--- src/sv/pps_pkg.sv ---
// Shared types, character codes and type-letter lookup for the printf spec parser.
`default_nettype none

package pps_pkg;

  localparam int NUMBER_BITS_DEFAULT = 16;
  localparam int FIELD_BITS = 16;

  localparam logic [7:0] CHAR_NUL   = 8'h00;
  localparam logic [7:0] CHAR_HASH  = 8'h23;
  localparam logic [7:0] CHAR_DOT   = 8'h2E;
  localparam logic [7:0] CHAR_MINUS = 8'h2D;
  localparam logic [7:0] CHAR_ZERO  = 8'h30;
  localparam logic [7:0] CHAR_NINE  = 8'h39;
  localparam logic [7:0] CHAR_PLUS  = 8'h2B;
  localparam logic [7:0] CHAR_SPACE = 8'h20;

  typedef enum logic [3:0] {
    TYPE_C       = 4'd0,
    TYPE_S       = 4'd1,
    TYPE_P       = 4'd2,
    TYPE_D       = 4'd3,
    TYPE_I       = 4'd4,
    TYPE_U       = 4'd5,
    TYPE_X_LOWER = 4'd6,
    TYPE_X_UPPER = 4'd7,
    TYPE_PCT     = 4'd8
  } type_code_t;

  // Flags collected between the percent sign and the type letter; all but in_digits are sticky.
  typedef struct packed {
    logic alt;
    logic dot;
    logic minus;
    logic zero;
    logic plus;
    logic space;
    logic in_digits;
  } flags_t;

  // One resolved specifier, in output field order.
  typedef struct packed {
    logic [FIELD_BITS-1:0] precision_value;
    logic [FIELD_BITS-1:0] field_width;
    logic                  has_precision;
    logic                  space_sign;
    logic                  plus_sign;
    logic                  zero_pad;
    logic                  left_justify;
    logic                  alt_form;
    logic                  ended_early;
    type_code_t            type_code;
  } spec_t;

  typedef struct packed {
    logic       hit;
    type_code_t code;
  } type_match_t;

  function automatic type_match_t match_type(input logic [7:0] c);
    type_match_t m;
    m.hit  = 1'b1;
    m.code = TYPE_C;
    case (c)
      8'h63:   m.code = TYPE_C;
      8'h73:   m.code = TYPE_S;
      8'h70:   m.code = TYPE_P;
      8'h64:   m.code = TYPE_D;
      8'h69:   m.code = TYPE_I;
      8'h75:   m.code = TYPE_U;
      8'h78:   m.code = TYPE_X_LOWER;
      8'h58:   m.code = TYPE_X_UPPER;
      8'h25:   m.code = TYPE_PCT;
      default: m.hit  = 1'b0;
    endcase
    return m;
  endfunction

endpackage

`default_nettype wire

--- src/sv/printf_spec_parser.sv ---
// Top level of the printf format specifier parser with stream handshakes.
//
// Usage: send the bytes that follow a percent sign on the slave channel, one
// byte per transfer in s_tdata. Flag, width and precision characters update
// internal state and produce nothing. A type letter from "cspdiuxX%" or a NUL
// byte produces one result transfer on the master channel carrying the
// resolved specifier, and the parser clears itself for the next specifier.
// Pipeline: a byte accepted at a clock edge is in the input register after
// that edge; its result, if any, is loaded from the input register into
// the output register, which drives m_tvalid, once that register is free.
// Throughput: one byte per cycle sustained. The only feedback path is the
// flag and accumulator update, a combinational multiply-by-ten add.
// When the receiver stalls, the result holds in the output register; bytes
// that produce no result keep flowing, and one byte that produces a result
// waits in the input register, holding s_tready low, until the output
// register frees up.
// Reset (rst, synchronous, active high) empties both registers and clears
// all flags and accumulators.
`default_nettype none

module printf_spec_parser #(
  parameter int NUMBER_BITS = pps_pkg::NUMBER_BITS_DEFAULT
) (
  input  wire logic        clk,
  input  wire logic        rst,
  input  wire logic        s_tvalid,
  output logic             s_tready,
  input  wire logic [7:0]  s_tdata,   // [7:0] char_in
  output logic             m_tvalid,
  input  wire logic        m_tready,
  // [0] alt_form, [1] left_justify, [2] zero_pad, [3] plus_sign,
  // [4] space_sign, [5] has_precision, [21:6] field_width,
  // [37:22] precision_value, [39:38] zero
  output logic [39:0]      m_tdata,
  output logic [4:0]       m_tuser    // [3:0] type_code, [4] ended_early
);

  // Input register.
  logic       in_valid;
  logic [7:0] in_char;

  // Parser state.
  pps_pkg::flags_t        flags;
  logic [NUMBER_BITS-1:0] width_acc;
  logic [NUMBER_BITS-1:0] precision_acc;

  // Step outputs.
  pps_pkg::flags_t        flags_next;
  logic [NUMBER_BITS-1:0] width_acc_next;
  logic [NUMBER_BITS-1:0] precision_acc_next;
  logic                   emit;
  pps_pkg::spec_t         spec;

  // Result register.
  pps_pkg::spec_t         out_spec;
  logic                   consume;

  pps_step #(
    .NUMBER_BITS(NUMBER_BITS)
  ) u_step (
    .char_in           (in_char),
    .flags             (flags),
    .width_acc         (width_acc),
    .precision_acc     (precision_acc),
    .flags_next        (flags_next),
    .width_acc_next    (width_acc_next),
    .precision_acc_next(precision_acc_next),
    .emit              (emit),
    .spec              (spec)
  );

  // The held byte retires when it makes no result, or the result register is
  // empty or being emptied in this cycle.
  assign consume  = in_valid && (!emit || !m_tvalid || m_tready);
  assign s_tready = !in_valid || consume;

  always_ff @(posedge clk) begin
    if (rst) begin
      in_valid <= 1'b0;
    end else if (s_tready) begin
      in_valid <= s_tvalid;
    end
  end

  always_ff @(posedge clk) begin
    if (s_tready && s_tvalid) begin
      in_char <= s_tdata;
    end
  end

  always_ff @(posedge clk) begin
    if (rst) begin
      flags         <= '0;
      width_acc     <= '0;
      precision_acc <= '0;
    end else if (consume) begin
      flags         <= flags_next;
      width_acc     <= width_acc_next;
      precision_acc <= precision_acc_next;
    end
  end

  always_ff @(posedge clk) begin
    if (rst) begin
      m_tvalid <= 1'b0;
    end else if (consume && emit) begin
      m_tvalid <= 1'b1;
    end else if (m_tready) begin
      m_tvalid <= 1'b0;
    end
  end

  always_ff @(posedge clk) begin
    if (consume && emit) begin
      out_spec <= spec;
    end
  end

  assign m_tuser = {out_spec.ended_early, out_spec.type_code};
  assign m_tdata = {2'b00,
                    out_spec.precision_value,
                    out_spec.field_width,
                    out_spec.has_precision,
                    out_spec.space_sign,
                    out_spec.plus_sign,
                    out_spec.zero_pad,
                    out_spec.left_justify,
                    out_spec.alt_form};

  // A result never appears in the cycle right after reset.
  a_no_result_after_reset: assert property (@(posedge clk) rst |=> !m_tvalid)
    else $error("result valid right after reset");

  // A specifier cut short by NUL always carries the first type code.
  a_early_code: assert property (@(posedge clk) disable iff (rst)
    (m_tvalid && m_tuser[4]) |-> (m_tuser[3:0] == pps_pkg::TYPE_C))
    else $error("ended-early result with nonzero type code");

  // Zero padding is resolved away by a dot or a minus flag.
  a_zero_resolved: assert property (@(posedge clk) disable iff (rst)
    (m_tvalid && m_tdata[2]) |-> (!m_tdata[1] && !m_tdata[5]))
    else $error("zero pad reported together with minus or dot");

  // The space flag is resolved away by the plus flag.
  a_space_resolved: assert property (@(posedge clk) disable iff (rst)
    (m_tvalid && m_tdata[4]) |-> !m_tdata[3])
    else $error("space sign reported together with plus sign");

  // A byte that completes a specifier while the output is stalled must wait.
  a_hold_on_stall: assert property (@(posedge clk) disable iff (rst)
    (in_valid && emit && m_tvalid && !m_tready) |=> (in_valid && $stable(in_char)))
    else $error("terminating byte lost while the output was stalled");

endmodule

`default_nettype wire

--- src/sv/pps_step.sv ---
// Per-character step logic: flag updates, digit accumulation and spec resolution.
`default_nettype none

module pps_step #(
  parameter int NUMBER_BITS = pps_pkg::NUMBER_BITS_DEFAULT
) (
  input  wire logic [7:0]             char_in,
  input  wire pps_pkg::flags_t        flags,
  input  wire logic [NUMBER_BITS-1:0] width_acc,
  input  wire logic [NUMBER_BITS-1:0] precision_acc,
  output pps_pkg::flags_t             flags_next,
  output logic [NUMBER_BITS-1:0]      width_acc_next,
  output logic [NUMBER_BITS-1:0]      precision_acc_next,
  output logic                        emit,
  output pps_pkg::spec_t              spec
);

  localparam int WIDE_BITS = NUMBER_BITS + 4;

  pps_pkg::type_match_t  tm;
  logic                  is_nul;
  logic                  is_digit;
  logic                  digit_run;
  logic [3:0]            digit;
  logic [NUMBER_BITS-1:0] acc_sel;
  logic [WIDE_BITS-1:0]  acc_wide;
  logic [WIDE_BITS-1:0]  sum;
  logic [NUMBER_BITS-1:0] acc_new;
  logic [31:0]           width_ext;
  logic [31:0]           prec_ext;

  assign tm       = pps_pkg::match_type(char_in);
  assign is_nul   = (char_in == pps_pkg::CHAR_NUL);
  assign emit     = is_nul || tm.hit;
  assign is_digit = (char_in >= pps_pkg::CHAR_ZERO) && (char_in <= pps_pkg::CHAR_NINE);
  assign digit_run = is_digit && (flags.in_digits || (char_in != pps_pkg::CHAR_ZERO) ||
                                  flags.dot || flags.minus);
  assign digit    = 4'(char_in - pps_pkg::CHAR_ZERO);

  // acc*10 + digit as two shifted copies; saturate when any bit above the number width is set.
  assign acc_sel  = flags.dot ? precision_acc : width_acc;
  assign acc_wide = WIDE_BITS'(acc_sel);
  assign sum      = flags.in_digits ? ((acc_wide << 3) + (acc_wide << 1) + WIDE_BITS'(digit))
                                    : WIDE_BITS'(digit);
  assign acc_new  = (sum[WIDE_BITS-1:NUMBER_BITS] != '0) ? {NUMBER_BITS{1'b1}}
                                                        : sum[NUMBER_BITS-1:0];

  always_comb begin
    flags_next           = flags;
    flags_next.in_digits = 1'b0;
    width_acc_next       = width_acc;
    precision_acc_next   = precision_acc;
    if (emit) begin
      flags_next         = '0;
      width_acc_next     = '0;
      precision_acc_next = '0;
    end else if (digit_run) begin
      flags_next.in_digits = 1'b1;
      if (flags.dot) begin
        precision_acc_next = acc_new;
      end else begin
        width_acc_next = acc_new;
      end
    end else begin
      case (char_in)
        pps_pkg::CHAR_HASH:  flags_next.alt   = 1'b1;
        pps_pkg::CHAR_DOT:   flags_next.dot   = 1'b1;
        pps_pkg::CHAR_MINUS: flags_next.minus = 1'b1;
        pps_pkg::CHAR_ZERO:  flags_next.zero  = 1'b1;
        pps_pkg::CHAR_PLUS:  flags_next.plus  = 1'b1;
        pps_pkg::CHAR_SPACE: if (!flags.plus) flags_next.space = 1'b1;
        default:             flags_next.in_digits = 1'b0;
      endcase
    end
  end

  assign width_ext = 32'(width_acc);
  assign prec_ext  = 32'(precision_acc);

  always_comb begin
    spec.type_code       = is_nul ? pps_pkg::TYPE_C : tm.code;
    spec.ended_early     = is_nul;
    spec.alt_form        = flags.alt;
    spec.left_justify    = flags.minus;
    spec.zero_pad        = flags.zero && !flags.dot && !flags.minus;
    spec.plus_sign       = flags.plus;
    spec.space_sign      = flags.space && !flags.plus;
    spec.has_precision   = flags.dot;
    spec.field_width     = width_ext[pps_pkg::FIELD_BITS-1:0];
    spec.precision_value = prec_ext[pps_pkg::FIELD_BITS-1:0];
  end

endmodule

`default_nettype wire

--- config.mk ---
export PLATFORM = sky130hd
export DESIGN_NAME = printf_spec_parser
export DESIGN_NICKNAME = d
export VERILOG_FILES = /design/src/sv/pps_pkg.sv /design/src/sv/printf_spec_parser.sv /design/src/sv/pps_step.sv
export SDC_FILE = /design/constraint.sdc
export NUM_CORES = 1
export LEC_CHECK = 0
export ABC_AREA = 0
export BUFFER_PORTS_ARGS = -buffer_cell sky130_fd_sc_hd__buf_2
export CORE_ASPECT_RATIO = 0.7
export CORE_MARGIN = 1
export CORE_UTILIZATION = 55
export DETAILED_ROUTE_END_ITERATION = 12
export PLACE_DENSITY = 0.82
export SLEW_MARGIN = 20
export SYNTH_ARGS = -nofsm -noshare
export SYNTH_HDL_FRONTEND = slang
export SYNTH_SLANG_ARGS = --single-unit
--- constraint.sdc ---
create_clock -name clk -period 6.9 [get_ports clk]
set_clock_uncertainty 0.05 [all_clocks]
set_input_delay 0.345 -clock clk [delete_from_list [all_inputs] [get_ports clk]]
set_output_delay 0.345 -clock clk [all_outputs]
set_load 0.005 [all_outputs]
# --- Word-level counts from Yosys, hierarchy flattened ---
# Index checks and enable logic that the tools add are counted.
totals:
  ff_bits: 92
  inputBits: 12
  elab_cells: 110
op_classes:
  addsub: 3
  magnitude_cmp: 2
  eq_ne: 19
  muxes: 23
  reduce_logical: 41
ops:
  columns: ["operator", "count"]
  rows:
  - ["2-to-1 mux 16 bit", 8]
  - ["equality test 8 x 7 -> 1 bit, second input constant", 8]
  - ["equality test 8 x 6 -> 1 bit, second input constant", 7]
  - ["one-hot mux 4 bit (8 select lines)", 1]
  - ["AND reduction 3 bit", 7]
  - ["adder 19 x 17 -> 20 bit", 1]
  - ["adder 20 x 4 -> 20 bit", 1]
  - ["2-to-1 mux 20 bit", 1]
  - ["nonzero test 2 bit", 9]
  - ["2-to-1 mux 1 bit", 11]
  - ["OR reduction 9 bit", 1]
  - ["greater-or-equal comparator 8 x 6 -> 1 bit, second input constant", 1]
  - ["<= comparator 8 x 6 -> 1 bit, second input constant", 1]
  - ["logical AND 1 bit", 8]
  - ["zero test 8 bit", 1]
  - ["!= test 8 x 6 -> 1 bit, second input constant", 1]
  - ["logical OR 1 bit", 7]
  - ["2-to-1 mux 7 bit", 1]
  - ["zero test 1 bit", 6]
  - ["2-to-1 mux 6 bit", 1]
  - ["!= test 2 x 1 -> 1 bit, second input constant", 2]
  - ["AND reduction 4 bit", 1]
  - ["nonzero test 4 bit", 1]
  - ["subtractor 4 x 1 -> 4 bit, second input constant", 1]
  - ["!= test 2 bit, second input constant", 1]

# --- Logic depth before layout (Yosys ltp) ---
depth:
  word_depth: 10
  ltp_mapped: 15

# --- By module ---
# A second synthesis with hierarchy kept.
hier_totals:
  cells_unflattened: 610
  area_unflattened_um2: 6005.8
by_module_without_submodules:
  columns: ["module", "n_inst", "cells_per_inst", "area_each_um2", "seq_area_each_um2"]
  rows:
  - ["printf_spec_parser", 1, 233, 3392.0, 2352.3]
  - ["pps_step", 1, 377, 2613.8, 0.0]

# --- Least setup slack after synthesis ---
# No wires, ideal clock.
synth_path:
  path_type: "flip-flop to flip-flop"
  startpoint: "register, netlist name flags[5]"
  endpoint: "register precision_acc[10]"
  setup_ps: 122
  arrival_ps: 4136
  required_ps: 6728
  slack_ps: 2592
  stages_incl_launch_ff: 16
  n_path_buf: 5
  period_less_slack_ps: 4308
  cell_sequence: "dfxtp_1 > buf_1 > buf_1 > mux2_2 > ha_1 > ha_1 > buf_6 > a21o_1 > a222oi_1 > o211a_1 > o211ai_1 > or4_1 > buf_2 > o31a_1 > buf_6 > a221o_1"
synth_via:
  elab_chain_cells: 9
  word_cells_on_any_way: 15
  classes_between: "add/sub (2); mux (6); reduce/logical (7)"
synth_lines:
  columns: ["element", "line", "rtl"]
  rows:
  - ["2-to-1 mux 16 bit", "pps_step.sv:41", "assign acc_sel = flags.dot ? precision_acc : width_acc;"]
  - ["adder 19 x 17 -> 20 bit", "pps_step.sv:43", "assign sum = flags.in_digits ? ((acc_wide << 3) + (acc_wide << 1) + WIDE_BITS'(digit))"]
  - ["adder 20 x 4 -> 20 bit", "pps_step.sv:43", null]
  - ["2-to-1 mux 20 bit", "pps_step.sv:43", null]
  - ["nonzero test 4 bit", "pps_step.sv:45", "assign acc_new = (sum[WIDE_BITS-1:NUMBER_BITS] != '0) ? {NUMBER_BITS{1'b1}}"]
  - ["2-to-1 mux 16 bit", "pps_step.sv:45", null]
  - ["2-to-1 mux 16 bit", "pps_step.sv:59", "if (flags.dot) begin"]
  - ["2-to-1 mux 16 bit", "pps_step.sv:57", "end else if (digit_run) begin"]
  - ["2-to-1 mux 16 bit", "pps_step.sv:53", "if (emit) begin"]
  - ["to (signal assigned)", "printf_spec_parser.sv:99", "precision_acc <= precision_acc_next;"]
  - ["to (decl)", "printf_spec_parser.sv:45", "logic [NUMBER_BITS-1:0] precision_acc;"]
# Several ways; a longest one is shown, not always the timed one. The select of a mux whose other input is x is not followed.
# A chain may end at the register's enable or synchronous reset.

# --- Worst setup path in the final report ---
layout_path:
  startpoint: "register, netlist name flags[5]"
  endpoint: "register width_acc[15]"
layout_via:
  elab_chain_cells: 9
  word_cells_on_any_way: 15
  classes_between: "add/sub (2); eq/ne (1); mux (6); reduce/logical (6)"
layout_lines:
  columns: ["element", "line", "rtl"]
  rows:
  - ["2-to-1 mux 16 bit", "pps_step.sv:41", null]
  - ["adder 19 x 17 -> 20 bit", "pps_step.sv:43", null]
  - ["adder 20 x 4 -> 20 bit", "pps_step.sv:43", null]
  - ["2-to-1 mux 20 bit", "pps_step.sv:43", null]
  - ["nonzero test 4 bit", "pps_step.sv:45", null]
  - ["2-to-1 mux 16 bit", "pps_step.sv:45", null]
  - ["2-to-1 mux 16 bit", "pps_step.sv:59", null]
  - ["2-to-1 mux 16 bit", "pps_step.sv:57", null]
  - ["2-to-1 mux 16 bit", "pps_step.sv:53", null]
  - ["to (signal assigned)", "printf_spec_parser.sv:98", "width_acc <= width_acc_next;"]
  - ["to (decl)", "printf_spec_parser.sv:44", "logic [NUMBER_BITS-1:0] width_acc;"]
# Several ways; a longest one is shown, not always the timed one. The select of a mux whose other input is x is not followed.

==> flow_summary.toml <==
[run_status]
status = "complete, no violations"

[clock_tree]
cts_root_buf = "clkbuf_16"
cts_resized = 0
numCtsBuffers = 9
cts_max_level = 3
worstSkewPairLatency_ns = 0.34
clockBufferDepth = 2
cts_num_sinks = 92
hold_buffers = 0
cts.clk_slew.worst_paths_ns = 0.07
postCtsSetupRepairBufs = 0
cts_tree = "done"

[floorplanning]
die_w_um = 113
die_area_um2 = 9010
start_util_pct = 58.5
core_region_area_um2 = 8110
num_rows = 27
dieHeight_um = 79.7
io_pins = 59

[worst_setup_path]
cp_top_family = "compound AO/OA/AOI/OAI gates"
worst_setup_path_end_kind = "flip-flop"
worstPathArrival_ns = 5.06
crit_top_cell = "ha_1"
required_ns = 7.07
cp_max_fo = 23
critPathMaxStageDelay_ns = 0.95
slowest_stage = "dfxtp_1"
startpoint_type = "flip-flop"
critical_path_buf_inv_count = 1
cp_cell_sequence = "mux2i_1 -> inv_1 -> ha_1 -> ha_1 -> and3b_1 -> a222oi_1 -> o211a_1 -> o211ai_1 -> or4_1 -> o31a_1 -> a221o_1"
critical_path_class = "reg -> reg"

[hold_path]
min_path_type = "in -> reg"

[placed_design]
place_inst = 560
gp_congestion = 0.950
io_buffers = 56
dp_hpwl_um = 7970

[logic_synthesis]
ys_ff_latch = 92
synthArstFlopShare_pct = 0
syn_inst = 425
netlist_area_um2 = 4740
synth-seq-area-share_pct = 49.6
synth_top_flop_cell = "edfxtp_1"
synth.avg_cell_area_um2 = 11.2
synth_enable_flop_cells = 51
yosys_warnings = 0
synth_cell_types = 62

[grt]
grt_pass1_wl_um = 17600
grt_max_degree = 40
overflow = 0
antenna_found_initial = 0
grt_pass1_vias = 3309
globalRouteTotalUtil_pct = 25.7

[route]
wl_per_cell_um = 19.4
drt-pass1-iter-count = 5
wirelength_um = 11200
ant_nets = 0
drt_iter0_markers = 357
num_vias = 3788
viasPerCell = 6.58
drc = 0

[sta]
fin_crit_sh_pct = 70.9
slew_viol_final = 0
timing.setup.tns_ns = 0
hold_slack_ns = 0.129
hold_viol_final = 0
max_slew_margin_pct = 35.6
rsz0062_at_grt = "no"
setup_violations = 0
fin_crit_ns = 4.89
worst_pin_slew_ns = 0.964
clock.fmax_mhz = 205

[job]
cap_violations = 0

[layout]
layout_commonest_cell = "buf_2"
fillers = 591
drive_above_1_share_pct = 20.2
num_antenna_cells = 0
nets = 515
area.sequential_um2 = 2350
layout_common_cells = "56 x buf_2, 51 x edfxtp_1, 41 x dfxtp_1"
multiInputGateArea_um2 = 2240
layout.cells.non_filler = 576
area.growth.synth_to_final_pct = 13.2

[power_and_ir_drop]
finalPower_mw = 1.12
p_per_area_nw_per_um2 = 209
ir_drop_mv = 0.133
leakage_nw = 2.26
==> final cells by class <==
type | count | area share (%)
Multi-Input combinational cell | 294 | 41.6
Clock buffer | 10 | 4.26
Timing Repair Buffer | 59 | 5.64
Sequential cell | 92 | 43.8
Clock inverter | 6 | 1.35
Inverter | 14 | 0.978
Tap cell | 101 | 2.35
==> cell usage after synthesis (3+ instances only) <==
library cell / count / share of area [%]
a21o_1: 4 / 0.63
buf_1: 3 / 0.24
clkbuf_1: 8 / 0.63
a31oi_1: 7 / 0.92
or3_1: 3 / 0.40
buf_6: 3 / 0.71
o31a_1: 3 / 0.55
a211oi_1: 4 / 0.63
mux2_2: 16 / 3.8
or4_1: 4 / 0.63
dfxtp_1: 41 / 17
a21oi_1: 22 / 2.3
buf_2: 8 / 0.84
o211ai_1: 6 / 0.95
nand2b_1: 10 / 1.3
nand3_1: 13 / 1.4
buf_4: 3 / 0.47
nand2_1: 29 / 2.3
edfxtp_1: 51 / 32
o21ai_0: 6 / 0.63
o211a_1: 4 / 0.84
ha_1: 31 / 8.2
nor2_1: 25 / 2.0
a221o_1: 24 / 5.1
xnor2_1: 10 / 1.8
inv_1: 14 / 1.1
o31ai_1: 6 / 0.95
nor3_1: 8 / 0.84
nor2b_1: 4 / 0.53
nor4_1: 7 / 0.92
==> routing by layer <==
| metal | up-vias | wire length, um | GRT usage, % |
|---|---|---|---|
| li1 | 1735 | - | - |
| met1 | 1782 | 5120 | 39.5 |
| met2 | 244 | 4620 | 35.6 |
| met3 | 27 | 1220 | 4.86 |
| met4 | 0 | 212 | 8.68 |
| met5 | - | 0 | 0 |
==> per-stage QoR <==
| stage | instance area (um^2) | util (%) | worst slack, ns |
|---|---|---|---|
| 2_1_floorplan | 4750 | - | 2.59 |
| 3_3_place_gp | 5050 | 62.3 | 2.33 |
| 3_5_place_dp | 5050 | 62.3 | 2.18 |
| 4_1_cts | 5350 | 66.0 | 2.14 |
| 5_1_grt | 5370 | 66.3 | 1.83 |
| 6_report | 5370 | 66.3 | 2.01 |
==> worst reg2reg max path: stages (launching register included) <==
cell and delay (ns):
dfxtp_1 0.95, mux2i_1 0.57, inv_1 0.15, ha_1 0.33, ha_1 0.43, and3b_1 0.21, a222oi_1 0.32, o211a_1 0.21
o211ai_1 0.09, or4_1 0.63, o31a_1 0.51, a221o_1 0.34
==> report_power, final <==
group          internal (mW)  total [mW]  switching (mW)
combinational         0.0143      0.0373          0.0230
sequential             0.580       0.593          0.0122
clock                  0.285       0.494           0.209
==> sequential cells by signal, summed over array words and instances (netlist names) <==
signal,cells
in_char,8
m_tdata,38
in_valid,1
m_tuser,5
width_acc,16
m_tvalid,1
flags,7
precision_acc,16
==> worst paths after layout <==
path,start,to,slack [ns],depth (start not counted)
setup / recovery,flags[5]$_SDFFE_PP0P_,width_acc[15]$_SDFFE_PP0P_,2.01,11
hold / removal,s_tdata[2],in_char[2]$_DFFE_PP_,0.13,1
setup reg to reg,flags[5]$_SDFFE_PP0P_,width_acc[15]$_SDFFE_PP0P_,2.01,11
hold reg to reg,flags[6]$_SDFFE_PP0P_,m_tdata[0]$_DFFE_PP_,0.39,0
==> logic make-up (layout without fill, tap and decap cells) <==
family          after synthesis  after routing  share of synthesized area, %
simple gates                119            119                          13.1
compound gates              110            110                          17.7
flops                        92             92                          49.6
buf+inv                      40             89                          4.11
fa+ha+maj                    33             33                          9.02
mux                          18             18                          4.22
xor+xnor                     12             12                          2.22
other cells                   1              2                        0.0790
(Power assumes the default switching activity.)
